==> config.mk <==
export PLATFORM = sky130hd
export DESIGN_NAME = top_k_sorted_score_table_unit
export DESIGN_NICKNAME = d
export VERILOG_FILES = /design/src/rtl/tkst_pkg.sv /design/src/rtl/top_k_sorted_score_table_unit.sv /design/src/rtl/tkst_cell.sv /design/src/rtl/tkst_chain.sv
export SDC_FILE = /design/constraint.sdc
export NUM_CORES = 2
export LEC_CHECK = 0
export ABC_AREA = 1
export BUFFER_PORTS_ARGS = -buffer_cell sky130_fd_sc_hd__buf_2
export CORE_ASPECT_RATIO = 0.5
export CORE_MARGIN = 1.5
export CORE_UTILIZATION = 25
export DETAILED_ROUTE_END_ITERATION = 16
export GPL_ROUTABILITY_DRIVEN = 0
export SLEW_MARGIN = 5
export SYNTH_ARGS = -nofsm -noshare
export SYNTH_HDL_FRONTEND = slang
export SYNTH_SLANG_ARGS = --single-unit
==> constraint.sdc <==
create_clock -name clk -period 8.18 [get_ports clk]
set_input_delay 1.636 -clock clk [delete_from_list [all_inputs] [get_ports clk]]
set_output_delay 1.636 -clock clk [all_outputs]
set_load 0.005 [all_outputs]
==> src/rtl/tkst_pkg.sv <==
// Shared types and constants for the top-k sorted score table.
package tkst_pkg;

    localparam int TABLE_DEPTH = 16;
    localparam int IDX_W       = $clog2(TABLE_DEPTH);
    localparam int CNT_W       = $clog2(TABLE_DEPTH + 1);
    localparam int SCORE_W     = 31;
    localparam int TAG_W       = 16;
    localparam int READ_W      = 4;
    localparam int POS_W       = 4;
    localparam int COUNT_W     = 5;

    typedef enum logic [1:0] {
        KIND_CHECK  = 2'd0,
        KIND_INSERT = 2'd1,
        KIND_READ   = 2'd2
    } kind_t;

    typedef struct packed {
        logic [1:0]         kind;
        logic [SCORE_W-1:0] score;
        logic [TAG_W-1:0]   name_tag;
        logic [READ_W-1:0]  read_index;
    } req_t;

    typedef struct packed {
        logic               qualifies;
        logic               inserted;
        logic [POS_W-1:0]   position;
        logic               entry_valid;
        logic [SCORE_W-1:0] entry_score;
        logic [TAG_W-1:0]   entry_tag;
        logic               entry_highlight;
        logic [COUNT_W-1:0] entry_count;
    } rsp_t;

    typedef struct packed {
        logic               valid;
        logic               highlight;
        logic [SCORE_W-1:0] score;
        logic [TAG_W-1:0]   tag;
    } slot_t;

    typedef struct packed {
        logic             qualifies;
        logic [IDX_W-1:0] position;
        slot_t            rd_slot;
    } chain_stat_t;

endpackage

==> src/rtl/top_k_sorted_score_table_unit.sv <==
// Top-k sorted score table: request decode, entry count and result register.
// A result is registered; it becomes valid in the cycle after its request is accepted.
// Throughput: one request per cycle while results are taken; all slots compare in parallel.
// A new request is accepted while a result waits, provided the result is taken that cycle.
// Reset clears slot valid and highlight flags, the entry count and the result valid flag.
// Slot scores and tags are not cleared; no clearing pass is needed after reset.
module top_k_sorted_score_table_unit (
    input  logic           clk,
    input  logic           rst_n,
    input  logic           req_valid,
    output logic           req_ready,
    input  tkst_pkg::req_t req,
    output logic           rsp_valid,
    input  logic           rsp_ready,
    output tkst_pkg::rsp_t rsp
);
    import tkst_pkg::*;

    logic             accept;
    logic             ins_en;
    chain_stat_t      stat;
    logic [CNT_W-1:0] fill_reg, fill_next;
    logic             rsp_valid_reg, rsp_valid_next;
    rsp_t             rsp_reg, rsp_next;

    assign req_ready = !rsp_valid_reg || rsp_ready;
    assign accept    = req_valid && req_ready;
    assign ins_en    = accept && (req.kind == KIND_INSERT);

    tkst_chain u_chain (
        .clk    (clk),
        .rst_n  (rst_n),
        .ins_en (ins_en),
        .req    (req),
        .stat   (stat)
    );

    always_comb
    begin
        fill_next = fill_reg;
        if (ins_en && stat.qualifies && (fill_reg != CNT_W'(TABLE_DEPTH)))
        begin
            fill_next = fill_reg + CNT_W'(1);
        end
    end

    always_comb
    begin
        rsp_next             = '0;
        rsp_next.entry_count = COUNT_W'(fill_next);
        case (req.kind)
            KIND_CHECK:
            begin
                rsp_next.qualifies = stat.qualifies;
            end
            KIND_INSERT:
            begin
                if (stat.qualifies)
                begin
                    rsp_next.qualifies = 1'b1;
                    rsp_next.inserted  = 1'b1;
                    rsp_next.position  = POS_W'(stat.position);
                end
            end
            KIND_READ:
            begin
                rsp_next.entry_valid     = stat.rd_slot.valid;
                rsp_next.entry_score     = stat.rd_slot.score;
                rsp_next.entry_tag       = stat.rd_slot.tag;
                rsp_next.entry_highlight = stat.rd_slot.highlight;
            end
            default:
            begin
                rsp_next.qualifies = 1'b0;
            end
        endcase
    end

    always_comb
    begin
        rsp_valid_next = rsp_valid_reg;
        if (accept)
        begin
            rsp_valid_next = 1'b1;
        end
        else if (rsp_ready)
        begin
            rsp_valid_next = 1'b0;
        end
    end

    always_ff @(posedge clk or negedge rst_n)
    begin
        if (!rst_n)
        begin
            fill_reg      <= '0;
            rsp_valid_reg <= 1'b0;
        end
        else
        begin
            if (accept)
            begin
                fill_reg <= fill_next;
            end
            rsp_valid_reg <= rsp_valid_next;
        end
    end

    always_ff @(posedge clk)
    begin
        if (accept)
        begin
            rsp_reg <= rsp_next;
        end
    end

    assign rsp_valid = rsp_valid_reg;
    assign rsp       = rsp_reg;

    // The entry count never exceeds the table depth.
    a_fill_bound: assert property (@(posedge clk) disable iff (!rst_n)
        fill_reg <= CNT_W'(TABLE_DEPTH))
        else $error("entry count above table depth");

    // A placed entry always qualified.
    a_ins_qual: assert property (@(posedge clk) disable iff (!rst_n)
        rsp_valid_reg && rsp_reg.inserted |-> rsp_reg.qualifies)
        else $error("inserted without qualifies");

    // A qualifying insert request yields an inserted result next cycle.
    a_ins_result: assert property (@(posedge clk) disable iff (!rst_n)
        ins_en && stat.qualifies |=> rsp_valid_reg && rsp_reg.inserted)
        else $error("qualifying insert did not report placement");

    // The entry count moves only on an accepted insert.
    a_fill_hold: assert property (@(posedge clk) disable iff (!rst_n)
        !ins_en |=> $stable(fill_reg))
        else $error("entry count changed without an insert");

endmodule

==> src/rtl/tkst_cell.sv <==
// One table slot: compares its score with the broadcast one and shifts on insert.
module tkst_cell (
    input  logic                   clk,
    input  logic                   rst_n,
    input  logic                   ins_en,
    input  logic [tkst_pkg::SCORE_W-1:0] new_score,
    input  logic [tkst_pkg::TAG_W-1:0]   new_tag,
    input  logic                   left_take,
    input  tkst_pkg::slot_t        left_slot,
    output logic                   take,
    output tkst_pkg::slot_t        slot
);
    import tkst_pkg::*;

    logic               valid_reg, valid_next;
    logic               highlight_reg, highlight_next;
    logic [SCORE_W-1:0] score_reg, score_next;
    logic [TAG_W-1:0]   tag_reg, tag_next;
    logic               load;

    // The new entry belongs at or before this slot when the slot is empty or lower.
    assign take = !valid_reg || (score_reg < new_score);
    assign load = ins_en && take;

    always_comb
    begin
        valid_next     = valid_reg;
        highlight_next = highlight_reg;
        score_next     = score_reg;
        tag_next       = tag_reg;
        if (load)
        begin
            if (left_take)
            begin
                valid_next     = left_slot.valid;
                highlight_next = left_slot.highlight;
                score_next     = left_slot.score;
                tag_next       = left_slot.tag;
            end
            else
            begin
                valid_next     = 1'b1;
                highlight_next = 1'b1;
                score_next     = new_score;
                tag_next       = new_tag;
            end
        end
    end

    always_ff @(posedge clk or negedge rst_n)
    begin
        if (!rst_n)
        begin
            valid_reg     <= 1'b0;
            highlight_reg <= 1'b0;
        end
        else
        begin
            valid_reg     <= valid_next;
            highlight_reg <= highlight_next;
        end
    end

    always_ff @(posedge clk)
    begin
        score_reg <= score_next;
        tag_reg   <= tag_next;
    end

    assign slot = '{valid: valid_reg, highlight: highlight_reg,
                    score: score_reg, tag: tag_reg};

endmodule

==> src/rtl/tkst_chain.sv <==
// Row of table slots with the insert position encoder and the read selector.
module tkst_chain (
    input  logic                  clk,
    input  logic                  rst_n,
    input  logic                  ins_en,
    input  tkst_pkg::req_t        req,
    output tkst_pkg::chain_stat_t stat
);
    import tkst_pkg::*;

    slot_t                  slot [TABLE_DEPTH];
    logic [TABLE_DEPTH-1:0] take;
    logic [TABLE_DEPTH-1:0] boundary;
    logic [TABLE_DEPTH-1:0] rd_sel;
    logic [IDX_W-1:0]       pos;
    slot_t                  rd_slot;

    for (genvar g = 0; g < TABLE_DEPTH; g++)
    begin : g_cell
        logic  left_take;
        slot_t left_slot;

        if (g == 0)
        begin : g_head
            assign left_take   = 1'b0;
            assign left_slot   = '0;
            assign boundary[g] = take[g];
        end
        else
        begin : g_body
            assign left_take   = take[g-1];
            assign left_slot   = slot[g-1];
            assign boundary[g] = take[g] && !take[g-1];
        end

        if (g < (1 << READ_W))
        begin : g_rd
            assign rd_sel[g] = (req.read_index == READ_W'(g));
        end
        else
        begin : g_nord
            assign rd_sel[g] = 1'b0;
        end

        tkst_cell u_cell (
            .clk       (clk),
            .rst_n     (rst_n),
            .ins_en    (ins_en),
            .new_score (req.score),
            .new_tag   (req.name_tag),
            .left_take (left_take),
            .left_slot (left_slot),
            .take      (take[g]),
            .slot      (slot[g])
        );
    end

    always_comb
    begin
        pos     = '0;
        rd_slot = '0;
        for (int i = 0; i < TABLE_DEPTH; i++)
        begin
            if (boundary[i])
            begin
                pos = pos | IDX_W'(i);
            end
            if (rd_sel[i])
            begin
                rd_slot = rd_slot | slot[i];
            end
        end
    end

    assign stat.qualifies = take[TABLE_DEPTH-1];
    assign stat.position  = pos;
    assign stat.rd_slot   = rd_slot.valid ? rd_slot : '0;

endmodule

# [Word level (Yosys, flattened, before mapping)]
# Cells that the tools add are included.
[totals] ff_bits=834 wordCells=278 input_bits=57 output_inout_bits=62
[classes] n_lt_le_gt_ge=16 bitwise=15 mux=82 n_reduce_logical=88 addsub=1 eq_ne=18
[op_table] operator="$mux 49" n=17
[op_table] operator="$or 49x49->49" n=15
[op_table] operator="$lt 31x31->1" n=16
[op_table] operator="$mux 31" n=15
[op_table] operator="$mux 16" n=15
[op_table] operator="$logic_and 1x1->1" n=34
[op_table] operator="$eq 4x4->1 const B" n=8
[op_table] operator="$logic_not 1->1" n=32
[op_table] operator="$mux 4" n=8
[op_table] operator="$mux 1" n=18
[op_table] operator="$logic_or 1x1->1" n=17
[op_table] operator="$eq 4x3->1 const B" n=4
[op_table] operator="$mux 3" n=4
[op_table] operator="$eq 4x2->1 const B" n=2
[op_table] operator="$mux 6" n=1
[op_table] operator="$add 5x1->5 const B" n=1
[op_table] operator="$mux 5" n=1
[op_table] operator="$ne 5x5->1 const B" n=1
[op_table] operator="$eq 4x1->1 const B" n=1
[op_table] operator="$logic_not 4->1" n=1
[op_table] operator="$mux 2" n=2
[op_table] operator="$reduce_and 2->1" n=2
[op_table] operator="$eq 2x1->1 const B" n=1
[op_table] operator="$eq 2x2->1 const B" n=1
[op_table] operator="other kinds (3)" n=3

# [Logic depth before layout (Yosys ltp)]
[depth] word_depth=33 ltp_mapped=20 mapped_depth_nobuf=19

# [Cells and area by module]
# Synthesis repeated with hierarchy kept, for this count alone.
[hier_totals] hier_cells=6846 hier_area_um2=56472.9
[modules_own_cells] module="tkst_cell" cells_per_inst=304 instances=16 area_each_um2=2912.8 seq_area_each_um2=1461.4
[modules_own_cells] module="tkst_chain" cells_per_inst=1751 instances=1 area_each_um2=7154.4 seq_area_each_um2=0.0
[modules_own_cells] module="top_k_sorted_score_table_unit" cells_per_inst=231 instances=1 area_each_um2=2713.9 seq_area_each_um2=1951.9

# [Least setup slack after synthesis]
# Ideal clock, no wire load.
[synth_path] kind="in2reg" startpoint="input port req[48] (netlist name)" endpoint="register u_chain.g_cell[0].u_cell.score_reg[0] (enable)" setup_ns=0.452 required_time_ns=7.728 cell_stages=11 path_buffers=2 slack_ns=2.268 arrival_ns=5.461 cell_sequence="inv_1 clkbuf_1 ha_1 a21oi_1 nor2_1 nor2_1 nand2_1 a21oi_1 a21oi_4 clkbuf_1 nor2_1"
[synth_via] elab_chain_cells=3
[synth_rtl] item="start, declared" line="top_k_sorted_score_table_unit.sv:12" rtl="input tkst_pkg::req_t req,"
[synth_rtl] item="$lt 31x31->1" line="tkst_cell.sv:22" rtl="assign take = !valid_reg || (score_reg < new_score);"
[synth_rtl] item="$logic_or 1x1->1" line="tkst_cell.sv:22"
[synth_rtl] item="$logic_and 1x1->1" line="tkst_cell.sv:23" rtl="assign load = ins_en && take;"
[synth_rtl] item="named net u_chain.g_cell[0].u_cell.load" line="tkst_cell.sv:19" rtl="logic load;"
[synth_rtl] item="end signal, assigned" line="tkst_cell.sv:66" rtl="score_reg <= score_next;"
[synth_rtl] item="end, declared" line="tkst_cell.sv:17" rtl="logic [SCORE_W-1:0] score_reg, score_next;"
# The timed path passes the listed nets, and every way through them passes these cells.
# A chain may end at the register's enable or synchronous reset.

# [Worst setup path in the final report]
[layout_path] startpoint="input port req[28] (netlist name)" endpoint="register u_chain.g_cell[9].u_cell.score_reg[26] (enable)"
[layout_via] elab_chain_cells=3
[layout_rtl] item="$lt 31x31->1" line="tkst_cell.sv:22"
[layout_rtl] item="$logic_or 1x1->1" line="tkst_cell.sv:22"
[layout_rtl] item="$logic_and 1x1->1" line="tkst_cell.sv:23"
[layout_rtl] item="named net u_chain.g_cell[9].u_cell.load" line="tkst_cell.sv:19"
[layout_rtl] item="end signal, assigned" line="tkst_cell.sv:66"
[layout_rtl] item="end, declared" line="tkst_cell.sv:17"
# The timed path passes the listed nets, and every way through them passes these cells.

==> results.sh <==
export IMPL_critical_path_class="in2reg"
export IMPL_hp_start="u_chain.g_cell[13].u_cell.highlight_reg"
export IMPL_slew_limit_headroom_pct=12.3
export IMPL_finalSetupTns_ns=0
export IMPL_comb_power_share_pct=16.2
export IMPL_p_leak_nw=23.3
export IMPL_dr_total_vias=41800
export IMPL_whs_path_depth=2
export IMPL_multi_input_area_mm2=0.0218
export IMPL_worst_r2r_path_depth=13
export IMPL_seq_area_frac_synth_pct=50.7
export IMPL_drt_wl_total_um=183000
export IMPL_maxCapViolations=0
export IMPL_place_hpwl_um=124000
export IMPL_insertion_delay_ns=0.70
export IMPL_track_usage_pct=17.8
export IMPL_synth_top_family_by_area="compound AO/OA/AOI/OAI gates"
export IMPL_worstHoldEndpoint="u_chain.g_cell[13].u_cell.highlight_reg"
export IMPL_preCtsSetupSlack_ns=2.24
export IMPL_synth_compound_area_share_pct=15.9
export IMPL_worst_path_most_repeated_cell="nand2_1"
export IMPL_setup_ws_ns=2.85
export IMPL_clkPwrFrac_pct=38.6
export IMPL_finalCriticalPeriod_ns=5.33
export IMPL_ant_nets=0
export IMPL_firstDrtPassIters=6
export IMPL_power_switching_mw=3.42
export IMPL_fill_cells=20400
export IMPL_r2r_slack_ns=4.04
export IMPL_synth_avg_cell_area_um2=9.31
export IMPL_grt_pass1_wl_um=265000
export IMPL_cts_sinks=834
export IMPL_die_w_um=631
export IMPL_min_path_type="reg2reg"
export IMPL_tightest_slew_ns=1.28
export IMPL_row_count=114
export IMPL_drc=0
export IMPL_power_density_mw_per_mm2=206
export IMPL_die_height_um=317
export IMPL_nets=5883
export IMPL_fin_total_pwr_mw=11.5
export IMPL_cp_arrival_ns=5.68
export IMPL_largest_reg_flops=496
export IMPL_syn_num_nets=5827
export IMPL_finClkSkew_ns=0.0222
export IMPL_via_per_inst=5.20
export IMPL_cts_buffers=97
export IMPL_die_area_mm2=0.200
export IMPL_seqPwrFrac_pct=45.1
export IMPL_path_max_fanout=96
export IMPL_overflow=0
export IMPL_synthSimpleGateAreaFrac_pct=15.8
export IMPL_drive_gt1_share_pct=7.95
export IMPL_synth_xor_xnor_area_share_pct=0.142
export IMPL_post_route_util_pct=28.8
export IMPL_yosys_mux_area_fraction_pct=0
export IMPL_clock_fmax_mhz=188
export IMPL_synth_area_mm2=0.0492
export IMPL_synthAdderAreaFrac_pct=12.3
export IMPL_grt_pass1_vias=38600
export IMPL_max_vdd_ir_drop_v=0.000196
export IMPL_clockBufferDepth=3
export IMPL_ios=119
export IMPL_cp_start_kind="input pin"
export IMPL_drtIter0Drc=5564
export IMPL_cts_tree="done"
export IMPL_portBuffers=118
export IMPL_grt_max_degree=97
export IMPL_required_ns=8.53
export IMPL_power_internal_mw=8.12
export IMPL_seq_area_mm2=0.0249
export IMPL_start_util_pct=25.3
export IMPL_post_cts_resized=0
export IMPL_finalCritPeriodShare_pct=65.1
export IMPL_reg2reg_to="u_chain.g_cell[2].u_cell.score_reg[16]"
export IMPL_synthCells=5288
export IMPL_cts_max_level=3
export IMPL_wl_per_cell_um=22.8
export IMPL_cts_root_buf="clkbuf_16"
export IMPL_max_stage_delay_ns=0.83
export IMPL_end_kind="flop"
export IMPL_core_area_mm2=0.194
export IMPL_worstPathCellList="buf_2, inv_1, buf_4, ha_1, nand2_1, nand2_1, nand2_1, a21oi_1, nor2_1, nand2_1, nand2_1, nand2_1, nand2_4, nand2_1, inv_2, buf_4"
export IMPL_cts_hold_buf=0
export IMPL_setup_viol=0
export IMPL_slew_viol_final=0
export IMPL_swShare_pct=29.7
export IMPL_clk_pin_slew_ns=0.06
export IMPL_critPathSlowestCell="nand2_4"
export IMPL_grt_antenna_before_repair=6
export IMPL_hold_viol_final=0
export IMPL_grt_setup_unrepaired="no"
export IMPL_reg2reg_from="u_chain.g_cell[2].u_cell.score_reg[4]"
export IMPL_synthToLayoutAreaGrowth_pct=13.8
export IMPL_post_cts_setup_buffer_count=0
export IMPL_synth_distinct_cells=45
export IMPL_synth_seq_cells=834
export IMPL_ys_warn_count=0
export IMPL_outcome="finished clean"
[power groups by stage]
stage | Sequential, mW | Combinational [mW] | Clock, mW
after floorplan | 5.22 | 1.17 | 0
after global placement | 5.29 | 1.79 | 0
after detailed placement | 5.29 | 1.83 | 0
after global routing | 5.22 | 2.07 | 4.64
after CTS | 5.20 | 1.84 | 4.48
final | 5.21 | 1.87 | 4.46
[cells by family (layout without fill, tap and decap cells)]
| logic type | count (synthesis) | in the layout |
|---|---|---|
| simple gates | 1987 | 1987 |
| compound gates | 1330 | 1330 |
| flops | 834 | 834 |
| buf+inv | 647 | 779 |
| fa+ha+maj | 482 | 482 |
| xor+xnor | 8 | 8 |
| other cells | 0 | 5 |
[metal layers]
metal	up-vias	global-route usage (%)	share of wire, %
met5	-	0	0.0060
met4	2	10.3	5.8
met3	467	2.73	9.8
met2	2411	27.9	44
met1	20100	23.6	40
li1	18800	-	-
[how the worst max path moves through the flow]
stage | from | to | slack, ns | cells past startpoint
5_1_grt | req[37] | u_chain.g_cell[9].u_cell.score_reg[22] | 2.61 | 16
3_3_place_gp | req[28] | u_chain.g_cell[9].u_cell.score_reg[30] | 2.20 | 16
3_5_place_dp | req[46] | u_chain.g_cell[9].u_cell.score_reg[28] | 2.24 | 15
4_1_cts | req[46] | u_chain.g_cell[9].u_cell.score_reg[27] | 2.96 | 15
2_1_floorplan | req[48] | u_chain.g_cell[0].u_cell.score_reg[0] | 2.27 | 11
6_report | req[28] | u_chain.g_cell[9].u_cell.score_reg[26] | 2.85 | 16
[layout make-up]
type                    instances  share of cell area [%]
multi-input cells            3807                    38.9
inverters                     379                    2.55
flip-flops and latches        834                    44.5
clock buffers                 126                    4.69
well taps                    2610                    5.83
repair buffers                225                    2.53
clock inverters                49                   0.971
diodes                          5                  0.0223
[synth_stat cells (all sizes together)]
master | n | area share (%)
nand3 | 60 | 0.61
xor2 | 6 | 0.11
nand3b | 1 | 0.041
nor2b | 9 | 0.11
o21bai | 2 | 0.030
a22o | 81 | 1.4
o21ai | 777 | 7.9
a2111oi | 2 | 0.036
and3 | 3 | 0.038
o211ai | 7 | 0.11
a32o | 4 | 0.081
ha | 482 | 12
o2111ai | 2 | 0.036
nand4 | 40 | 0.51
a21o | 34 | 0.52
edfxtp | 812 | 50
nor2 | 206 | 1.6
a31oi | 8 | 0.10
a21oi | 228 | 2.4
nor4 | 3 | 0.038
clkinv | 4 | 0.030
o21a | 6 | 0.092
dfrtp | 22 | 1.1
a211oi | 1 | 0.015
xnor2 | 2 | 0.036
a41oi | 36 | 0.64
inv | 375 | 2.9
a221oi | 125 | 2.2
nor3 | 11 | 0.12
clkbuf | 151 | 1.2
nor3b | 5 | 0.076
o22ai | 15 | 0.19
buf | 117 | 1.3
o221ai | 2 | 0.036
nand2 | 1649 | 13
[metrics by stage]
| stage | cells | instance area [um^2] | hold slack (ns) |
|---|---|---|---|
| finish | 8035 | 56000 | 0.491 |
| global route | 8030 | 56000 | 0.534 |
| CTS | 8030 | 56000 | 0.488 |
| detailed placement | 7855 | 52800 | 0.474 |
| global placement | 7855 | 52800 | 0.465 |
| floorplan | 5288 | 49200 | 0.453 |
[cells in the final DEF, fill, tap and decap left out, types with 12 or more instances in the layout]
master     count
o22ai_1       15
nand3_1       60
a21oi_1      224
a22o_1        81
nand2_1     1633
buf_4        105
nand2_4       12
inv_2         30
clkbuf_16     98
edfxtp_1     812
clkbuf_1      21
nor2_1       196
clkinv_2      19
a221oi_1     125
clkinv_1      15
buf_2        118
a41oi_1       36
ha_1         482
nand4_1       40
dfrtp_1       22
inv_1        344
a21o_1        34
o21ai_0      770
[critical path: cells and delay by family]
kind | cells | cell delay (ns)
and+or+nand+nor | 9 | 1.64
AOI/OAI and AO/OA | 1 | 0.06
adders and majority gates | 1 | 0.26
buffers and inverters | 5 | 2.03
(Power assumes the default switching activity.)
